===== config.mk =====
export PLATFORM = sky130hd
export DESIGN_NAME = uptlm_addr_check
export DESIGN_NICKNAME = d
export VERILOG_FILES = /design/src/rtl/core/user_page_table_leaf_manager_defines.svh /design/src/rtl/core/uptlm_pkg.sv /design/src/rtl/core/uptlm_addr_check.sv
export SDC_FILE = /design/constraint.sdc
export NUM_CORES = 1
export LEC_CHECK = 0
export BUFFER_PORTS_ARGS = -buffer_cell sky130_fd_sc_hd__buf_4
export CORE_MARGIN = 5
export CORE_UTILIZATION = 48
export DETAILED_ROUTE_END_ITERATION = 8
export GPL_TIMING_DRIVEN = 0
export PLACE_DENSITY = 0.83
export SLEW_MARGIN = 5
export SYNTH_ARGS = -nofsm -noshare
export SYNTH_HDL_FRONTEND = slang
export SYNTH_SLANG_ARGS = --single-unit

===== constraint.sdc =====
create_clock -name clock -period 5.3 [get_ports clock]
set_input_delay 1.325 -clock clock [delete_from_list [all_inputs] [get_ports clock]]
set_output_delay 1.325 -clock clock [all_outputs]
set_load 0.01 [all_outputs]

===== src/rtl/core/user_page_table_leaf_manager_defines.svh =====
// ---------------------------------------------------------------------------
// user_page_table_leaf_manager_defines.svh
// Assertion macros shared by the leaf manager RTL.
// ---------------------------------------------------------------------------
`ifndef USER_PAGE_TABLE_LEAF_MANAGER_DEFINES_SVH
`define USER_PAGE_TABLE_LEAF_MANAGER_DEFINES_SVH

// implication checked on every clock, masked while in reset
`define UPT_ASSERT_IMP(label, clk, rst, ante, cons, msg) \
   label: assert property (@(posedge clk) disable iff (rst) (ante) |-> (cons)) \
      else $error(msg);

// implication whose consequent is checked in the cycle after the antecedent
`define UPT_ASSERT_NEXT(label, clk, rst, ante, cons, msg) \
   label: assert property (@(posedge clk) disable iff (rst) (ante) |=> (cons)) \
      else $error(msg);

`endif


===== src/rtl/core/uptlm_pkg.sv =====
// ---------------------------------------------------------------------------
// uptlm_pkg
// Types and constants for the user page table leaf manager.
// ---------------------------------------------------------------------------
`default_nettype none
package uptlm_pkg;
   localparam logic [1:0] CMD_MAP   = 2'd0;
   localparam logic [1:0] CMD_UNMAP = 2'd1;
   localparam logic [1:0] CMD_PERM  = 2'd2;
   localparam logic [1:0] CMD_QUERY = 2'd3;

   localparam logic [3:0] ST_OK        = 4'd0;
   localparam logic [3:0] ST_NONCANON  = 4'd1;
   localparam logic [3:0] ST_MISALIGN  = 4'd2;
   localparam logic [3:0] ST_NULL      = 4'd3;
   localparam logic [3:0] ST_OUTSIDE   = 4'd4;
   localparam logic [3:0] ST_GUARD     = 4'd5;
   localparam logic [3:0] ST_BAD_PERM  = 4'd6;
   localparam logic [3:0] ST_BAD_FRAME = 4'd7;
   localparam logic [3:0] ST_ALIAS     = 4'd8;
   localparam logic [3:0] ST_EXISTS    = 4'd9;
   localparam logic [3:0] ST_USED      = 4'd10;
   localparam logic [3:0] ST_LIMIT     = 4'd11;
   localparam logic [3:0] ST_NOT_FOUND = 4'd12;
   localparam logic [3:0] ST_MISMATCH  = 4'd13;

   localparam logic [2:0] CSR_PHYS_MASK = 3'd0;
   localparam logic [2:0] CSR_PRIV_A    = 3'd1;
   localparam logic [2:0] CSR_PRIV_B    = 3'd2;
   localparam logic [2:0] CSR_PRIV_C    = 3'd3;
   localparam logic [2:0] CSR_PRIV_D    = 3'd4;
   localparam logic [2:0] CSR_WIN_BASE  = 3'd5;
   localparam logic [2:0] CSR_GUARD     = 3'd6;
   localparam logic [2:0] CSR_LIMIT     = 3'd7;

   // x86-64 leaf entry bit positions
   localparam int PTE_P  = 0;
   localparam int PTE_W  = 1;
   localparam int PTE_U  = 2;
   localparam int PTE_A  = 5;
   localparam int PTE_D  = 6;
   localparam int PTE_NX = 63;

   // permission request bits
   localparam int PRM_R = 0;
   localparam int PRM_W = 1;
   localparam int PRM_X = 2;
   localparam int PRM_U = 3;

   typedef struct packed {
      logic [3:0]  status;
      logic [51:0] frame;
      logic [3:0]  perm;
      logic        accessed;
      logic        dirty;
   } rsp_type;

   function automatic logic perms_ok(input logic [3:0] p);
      return p[PRM_R] && p[PRM_U] && !(p[PRM_W] && p[PRM_X]);
   endfunction

   function automatic logic [63:0] make_leaf(input logic [51:0] frame,
                                             input logic [3:0] p,
                                             input logic [63:0] keep);
      logic [63:0] e;
      e = '0;
      e[51:12] = frame[51:12];
      e[PTE_P] = 1'b1;
      e[PTE_U] = 1'b1;
      e[PTE_A] = keep[PTE_A];
      e[PTE_D] = keep[PTE_D];
      e[PTE_W] = p[PRM_W];
      e[PTE_NX] = !p[PRM_X];
      return e;
   endfunction
endpackage
`default_nettype wire


===== src/rtl/core/uptlm_addr_check.sv =====
// ---------------------------------------------------------------------------
// uptlm_addr_check
// Registered virtual address checks and leaf slot calculation.
// ---------------------------------------------------------------------------
`default_nettype none
module uptlm_addr_check
   import uptlm_pkg::*;
#(
   parameter int LEAF_ENTRIES = 512,
   parameter int SLOT_W       = 9
) (
   input  wire logic              clock,
   input  wire logic [63:0]       va,
   input  wire logic [46:0]       window_base,
   input  wire logic [46:0]       guard_address,
   output logic [3:0]             status_ff,
   output logic [SLOT_W-1:0]      slot_ff
);
   // window span is one page per leaf entry
   localparam logic [47:0] SPAN = 48'(LEAF_ENTRIES) << 12;

   logic [3:0]        status_in;
   logic [SLOT_W-1:0] slot_in;
   logic [47:0]       win_end;
   logic [47:0]       offs;
   logic              canon;

   always_comb begin
      win_end = {1'b0, window_base} + SPAN;
      offs    = va[47:0] - {1'b0, window_base};
      canon   = va[47] ? (va[63:48] == 16'hFFFF) : (va[63:48] == 16'h0000);
      slot_in = offs[12 +: SLOT_W];
      if (!canon)
         status_in = ST_NONCANON;
      else if (va[11:0] != 12'd0)
         status_in = ST_MISALIGN;
      else if (va[63:12] == 52'd0)
         status_in = ST_NULL;
      else if (va[63:47] != 17'd0 || va[46:0] < window_base
               || {1'b0, va[46:0]} >= win_end)
         status_in = ST_OUTSIDE;
      else if (va[46:0] == guard_address)
         status_in = ST_GUARD;
      else
         status_in = ST_OK;
   end

   always_ff @(posedge clock) begin
      status_ff <= status_in;
      slot_ff   <= slot_in;
   end
endmodule
`default_nettype wire


==> summary.txt, run 1 <==
Clock tree
  – Clock tree root buffer cell: clkbuf_8
  – PostCTS Resize Cnt: 0
  – Clk buf depth: 2
  – CTS tree: built
  – Setup Fix Bufs, Post-CTS: 0
  – CTS Sinks: 12
  – H-tree Lvls: 1
  – Hold-fix buffers, CTS: 0
  – Clock transition at path regs: 0.06 ns
  – Inserted Clock Buffers: 3

Worst setup path
  – Largest stage delay, worst path: 0.67 ns
  – Crit path arrival time: 4.71 ns
  – Startpoint class of the critical path: input pin
  – Crit Path Class: in2reg
  – Crit-path leading delay family: simple AND/OR/NAND/NOR gates
  – CP max stage cell: or4_1
  – Worst setup EP type: flop
  – Crit path cell chain: buf_2 -> nand3_1 -> or4_1 -> nor2_1 -> nand2_1 -> xnor2_1 -> ha_1 -> nand4_1 -> a311o_1 -> or3_1 -> o211a_1 -> a31o_1
  – Crit-path max FO: 8
  – Critical path data required time: 5.44 ns
  – Bufs and invs on worst path: 1

Timing
  – Slew Viols, Final: 0
  – Fin Setup TNS: 0 ns
  – Tightest Pin Transition: 0.855 ns
  – Fmax: 219 MHz
  – RSZ-0062 raised after global routing: false
  – Slew HR: 42.4%
  – Tmin final: 4.57 ns
  – Final setup violation count: 0
  – Hold Fails Final Rpt: 0
  – Final worst-path cycle share: 86.2%

Yosys
  – Async SR Flop Fraction: 0%
  – Post-synth EDFFs: 0
  – Synth top area cells: ha_1, xor2_1, xnor2_1, dfxtp_1, inv_1
  – Yosys top cell by area: ha_1
  – Share of the synthesized area in the top cell type: 26.3%
  – Syn_area_per_cell: 7.54 um2
  – Yosys cell types: 49
  – Synth Register Bits: 12
  – Syn_nets: 700
  – Cell Area, Synth: 0.00352 mm2
  – Sequential share of the synthesized area: 6.82%
  – Ys Warns: 0
  – Top_reg_cell synth: dfxtp_1
  – Mapped Cells: 467

Cells and area
  – Finished Layout Cells: 739
  – Ant diodes: 0
  – Nets: 874
  – Layout cells sized above 1: 28.7%
  – Util after Layout: 68.9%
  – Synthesis-to-layout area growth: 41.1%

Die
  – Full die area: 0.00915 mm2
  – Initial Utilization: 48.8%
  – IO Pins: 172
  – Core area: 0.00721 mm2
  – Chip Width: 95.6 um
  – Die Y: 95.6 um
  – FP Rows: 31

Pwr
  – Worst VDD drop: 0.0779 mV
  – Leak: 2.51 nW
  – P per Cell Area: 124 mW/mm2

Routing
  – DRT iter0 DRCs: 168
  – Post-DRT Antenna Nets: 0
  – Drt total wl: 12700 um
  – DR vias: 4219
  – # DRC: 0
  – First-pass DRT Iterations: 6
  – WL/cell: 17.1 um
  – DR vias/cell: 5.71

Placement
  – Placed cell count: 735
  – Final GP Congestion: 0.950
  – HPWL Detailed: 11400 um
  – Input/output buffers: 169

Global route
  – Antenna violations before repair: 0
  – Number of global-route vias before repair: 4343
  – Global Route Usage Sum: 27.0%
  – Pin count of the biggest net entering global routing: 9
  – First-pass GRT wire length: 19700 um
  – Grt ovf: 0

Worst hold path
  – Worst Hold Class: in2reg

Status
  – Status: completed

Run
  – MaxCap Viol Count: 0
kinds of logic after synthesis:
family / share of synthesized area [%]
DFF: 6.82
adders and majority gates: 26.3
and+or+nand+nor: 25.1
other: 0.107
AOI/OAI and AO/OA: 16.0
xor gates and xnor gates: 19.9
buffers and inverters: 5.79
worst paths after layout:
kind              cells past startpoint       startpoint      endpoint  slack [ns]
setup / recovery                     12  window_base[23]  status_ff[0]        0.73
hold / removal                        5            va[0]  status_ff[1]        1.50
sequential cells by signal, indices dropped and copies added (netlist names):
register,cells
slot_ff,9
status_ff,3
worst min-delay path, delay by kind of cell:
family | cells | cell delay (ns)
simple gates | 3 | 0.22
buf+inv | 1 | 0.10
compound gates | 1 | 0.06
cell usage in the layout, fill, tap and decap left out, types with 3 or more instances in the layout:
cell,instances
nand3_1,23
nand4_1,21
o211ai_1,3
nor3_1,8
xnor2_1,29
and3_4,3
nor4_1,27
nor2_1,19
and4_1,3
o21ai_1,5
buf_4,170
inv_1,51
and3_1,4
ha_1,74
nor2b_1,6
a211oi_1,9
a21o_1,9
clkbuf_8,4
o21ai_0,11
nand2_1,35
xor2_1,51
a21oi_1,33
dfxtp_1,12
stage by stage:
stage | hold WS [ns] | setup WS [ns] | cell area (um2) | total power, mW
6_report | 1.50 | 0.732 | 4970 | 0.618
5_1_grt | 1.53 | 0.471 | 4970 | 0.667
4_1_cts | 1.49 | 0.736 | 4970 | 0.613
3_5_place_dp | 1.72 | 0.494 | 4910 | 0.508
3_3_place_gp | 1.72 | 0.520 | 4910 | 0.495
2_1_floorplan | 1.57 | 1.00 | 3520 | 0.307
cell usage after synthesis (2+ instances only):
library cell  number
a211oi_1           9
a21o_1             9
a21oi_1           33
a31o_1             2
a31oi_1            2
and3_1             4
and3_4             3
and4_1             3
dfxtp_1           12
ha_1              74
inv_1             51
nand2_1           35
nand3_1           23
nand4_1           21
nor2_1            19
nor2b_1            6
nor3_1             8
nor4_1            27
o211a_1            2
o211ai_1           3
o21ai_0           11
o21ai_1            5
xnor2_1           29
xor2_1            51
report_power, final:
group / leakage (nW) / switching, mW / internal [mW]
sequential: 0.100 / 0.00436 / 0.106
clock: 0.0288 / 0.0411 / 0.0658
combinational: 2.38 / 0.201 / 0.200
layout make-up:
type,instances,area [um2]
Multi-Input combinational cell,402,3080
Fill cell,625,2250
Timing Repair Buffer,169,1270
Sequential cell,12,240
Inverter,51,191
Tap cell,99,124
Clock buffer,4,55.1
Buffer,2,12.5
per-layer routing:
metal	share of wire, %	track usage [%]
met5	0	0
met4	3.8	11.5
met3	9.2	4.10
met2	49	49.6
met1	38	30.7
(Power assumes the default switching activity.)
==> inputs of run 2 (changes only) <==
--- a/config.mk
+++ b/config.mk
@@ -10,7 +10,7 @@
 export CORE_UTILIZATION = 48
 export DETAILED_ROUTE_END_ITERATION = 8
 export GPL_TIMING_DRIVEN = 0
-export PLACE_DENSITY = 0.83
+export PLACE_DENSITY_LB_ADDON = 0.08
 export SLEW_MARGIN = 5
 export SYNTH_ARGS = -nofsm -noshare
 export SYNTH_HDL_FRONTEND = slang
==> run 2 against run 1 <==
Clock-buffer cell count stayed put. Sequential share of layout area stayed put. Cell count stayed put. Sequential power hardly changed. Die area stayed put. Power is 0.28% higher. Critical endpoint unchanged. Wire length is 0.53% lower. Flip-flop and latch count stayed put. Final area stayed put. Worst setup slack worse by 0.048 ns. Non-clock buffer count stayed put. Critical path type unchanged.
==> summary.txt, run 2 (synthesized netlist as in run 1, its figures left out) <==
Routing
  – First-pass DRT Iterations: 4 (-2)
  – DR vias/cell: 5.69 (-0.33%)
  – Drt total wl: 12600 um (-0.53%)
  – WL/cell: 17.0 um (-0.53%)
  – DRT iter0 DRCs: 150 (-11%)
  – # DRC: 0 (unchanged)
  – DR vias: 4205 (-0.33%)
  – Post-DRT Antenna Nets: 0 (unchanged)

Placement
  – Placed cell count: 735 (unchanged)
  – Input/output buffers: 169 (unchanged)
  – HPWL Detailed: 11300 um (-0.77%)
  – Final GP Congestion: 0.899 (-5.4%)

Clock tree
  – CTS tree: built
  – H-tree Lvls: 1 (unchanged)
  – Clock transition at path regs: 0.06 ns (about the same)
  – Clk buf depth: 2 (unchanged)
  – PostCTS Resize Cnt: 0 (unchanged)
  – Clock tree root buffer cell: clkbuf_8
  – Inserted Clock Buffers: 3 (unchanged)
  – Setup Fix Bufs, Post-CTS: 0 (unchanged)
  – Hold-fix buffers, CTS: 0 (unchanged)
  – CTS Sinks: 12 (unchanged)

Global route
  – Antenna violations before repair: 0 (unchanged)
  – Global routing usage on met1: 31.1% (+0.40 points)
  – Number of global-route vias before repair: 4155 (-4.3%)
  – Met2 Resource Use GR: 47.9% (-1.7 points)
  – Grt ovf: 0 (unchanged)
  – GRT met3 Usage: 4.58% (+0.47 points)
  – First-pass GRT wire length: 19000 um (-3.7%)
  – GRT Max-Usage Layer: met2
  – Global Route Usage Sum: 26.5% (-0.59 points)
  – Pin count of the biggest net entering global routing: 9 (unchanged)

Pwr
  – Total Power: 0.620 mW (+0.28%)
  – P per Cell Area: 125 mW/mm2 (+0.28%)
  – Sw Pwr: 0.248 mW (+0.68%)
  – Leak: 2.51 nW (unchanged)
  – Net Sw Frac: 40.0% (+0.16 points)
  – Seq pwr share: 18.0% (about the same)
  – Pint: 0.372 mW (about the same)
  – Worst VDD drop: 0.0566 mV (-27%)
  – Clock network fraction of total power: 17.6% (+0.3 points)
  – Combinational share of power: 64.4% (-0.4 points)

Die
  – Full die area: 0.00915 mm2 (unchanged)
  – IO Pins: 172 (unchanged)
  – Initial Utilization: 48.8% (unchanged)
  – Core area: 0.00721 mm2 (unchanged)
  – Chip Width: 95.6 um (unchanged)
  – Die Y: 95.6 um (unchanged)
  – FP Rows: 31 (unchanged)

Timing
  – Final worst-path cycle share: 87.1% (+0.91 points)
  – Slew HR: 51.0% (+8.6 points)
  – Tightest Pin Transition: 0.728 ns (-0.127 ns)
  – Slew Viols, Final: 0 (unchanged)
  – Final setup violation count: 0 (unchanged)
  – Tmin final: 4.62 ns (+0.0484 ns)
  – RSZ-0062 raised after global routing: false
  – Hold Fails Final Rpt: 0 (unchanged)
  – Fmax: 217 MHz (-1.0%)
  – Worst hold margin: 1.47 ns (-0.0362 ns)
  – Fin Setup TNS: 0 ns (unchanged)

Cells and area
  – Largest register by flop count: slot_ff
  – Nets: 874 (unchanged)
  – Biggest regs: slot_ff x9, status_ff x3
  – Most frequent cells in the layout: buf_4, ha_1, inv_1, xor2_1, nand2_1
  – Synthesis-to-layout area growth: 41.1% (unchanged)
  – Util after Layout: 68.9% (unchanged)
  – Fill cell count: 675 (+8.0%)
  – Finished Layout Cells: 739 (unchanged)
  – Layout cells sized above 1: 28.7% (unchanged)
  – Max FFs per register: 9 (unchanged)
  – Ant diodes: 0 (unchanged)
  – Commonest non-fill, non-tap cell in the layout: buf_4

Worst setup path
  – Crit Path Class: in2reg
  – Startpoint class of the critical path: input pin
  – Critical path data required time: 5.45 ns (about the same)
  – Worst setup EP type: flop
  – Crit path arrival time: 4.76 ns (+0.05 ns)
  – Crit-path max FO: 8 (unchanged)

Status
  – Status: completed

Worst hold path
  – Worst Hold Class: in2reg
  – Hold path depth: 5 (unchanged)

Run
  – MaxCap Viol Count: 0 (unchanged)
## run 2: cell counts in the layout (fill, tap and decap cells not counted)
Identical to the previous run, type by type.
## run 2: final timing paths
path,start,end,slack (ns)
hold / removal,va[0],status_ff[1],1.47
setup / recovery,window_base[23],status_ff[0],0.68
## run 2: power groups by stage
| stage | clock network, mW | logic (mW) | registers (mW) |
|---|---|---|---|
| finish | 0.109 | 0.399 | 0.112 |
| global route | 0.115 | 0.437 | 0.113 |
| CTS | 0.108 | 0.396 | 0.112 |
| detailed placement | 0 | 0.393 | 0.114 |
| global placement | 0 | 0.383 | 0.114 |
| floorplan | 0 | 0.186 | 0.121 |
## run 2: critical path, cell delays in order
cell and delay (ns):
buf_2 0.19, nand3_1 0.23, or4_1 0.68, nor2_1 0.36, nand2_1 0.12, xnor2_1 0.15, ha_1 0.30, nand4_1 0.14
a311o_1 0.37, or3_1 0.42, o211a_1 0.27, a31o_1 0.22
## run 2: layout make-up
cell class	instances	area [um2]	share of cell area (%)
Timing Repair Buffer	169	1270	25.5
Clock buffer	4	55.1	1.11
Inverter	51	191	3.85
Tap cell	99	124	2.49
Sequential cell	12	240	4.84
Buffer	2	12.5	0.252
Multi-Input combinational cell	402	3080	61.9
## run 2: layer usage
metal | part of all wire (%) | vias to the layer above
li1 | - | 2060
met1 | 40 | 1910
met2 | 48 | 203
met3 | 9.7 | 32
met4 | 2.7 | 0
met5 | 0 | -
## run 2: metrics by stage
step                cell area [um2]  worst slack (ns)
floorplan                      3520              1.00
global placement               4910             0.522
detailed placement             4910             0.485
CTS                            4970             0.732
global route                   4970             0.573
finish                         4970             0.684
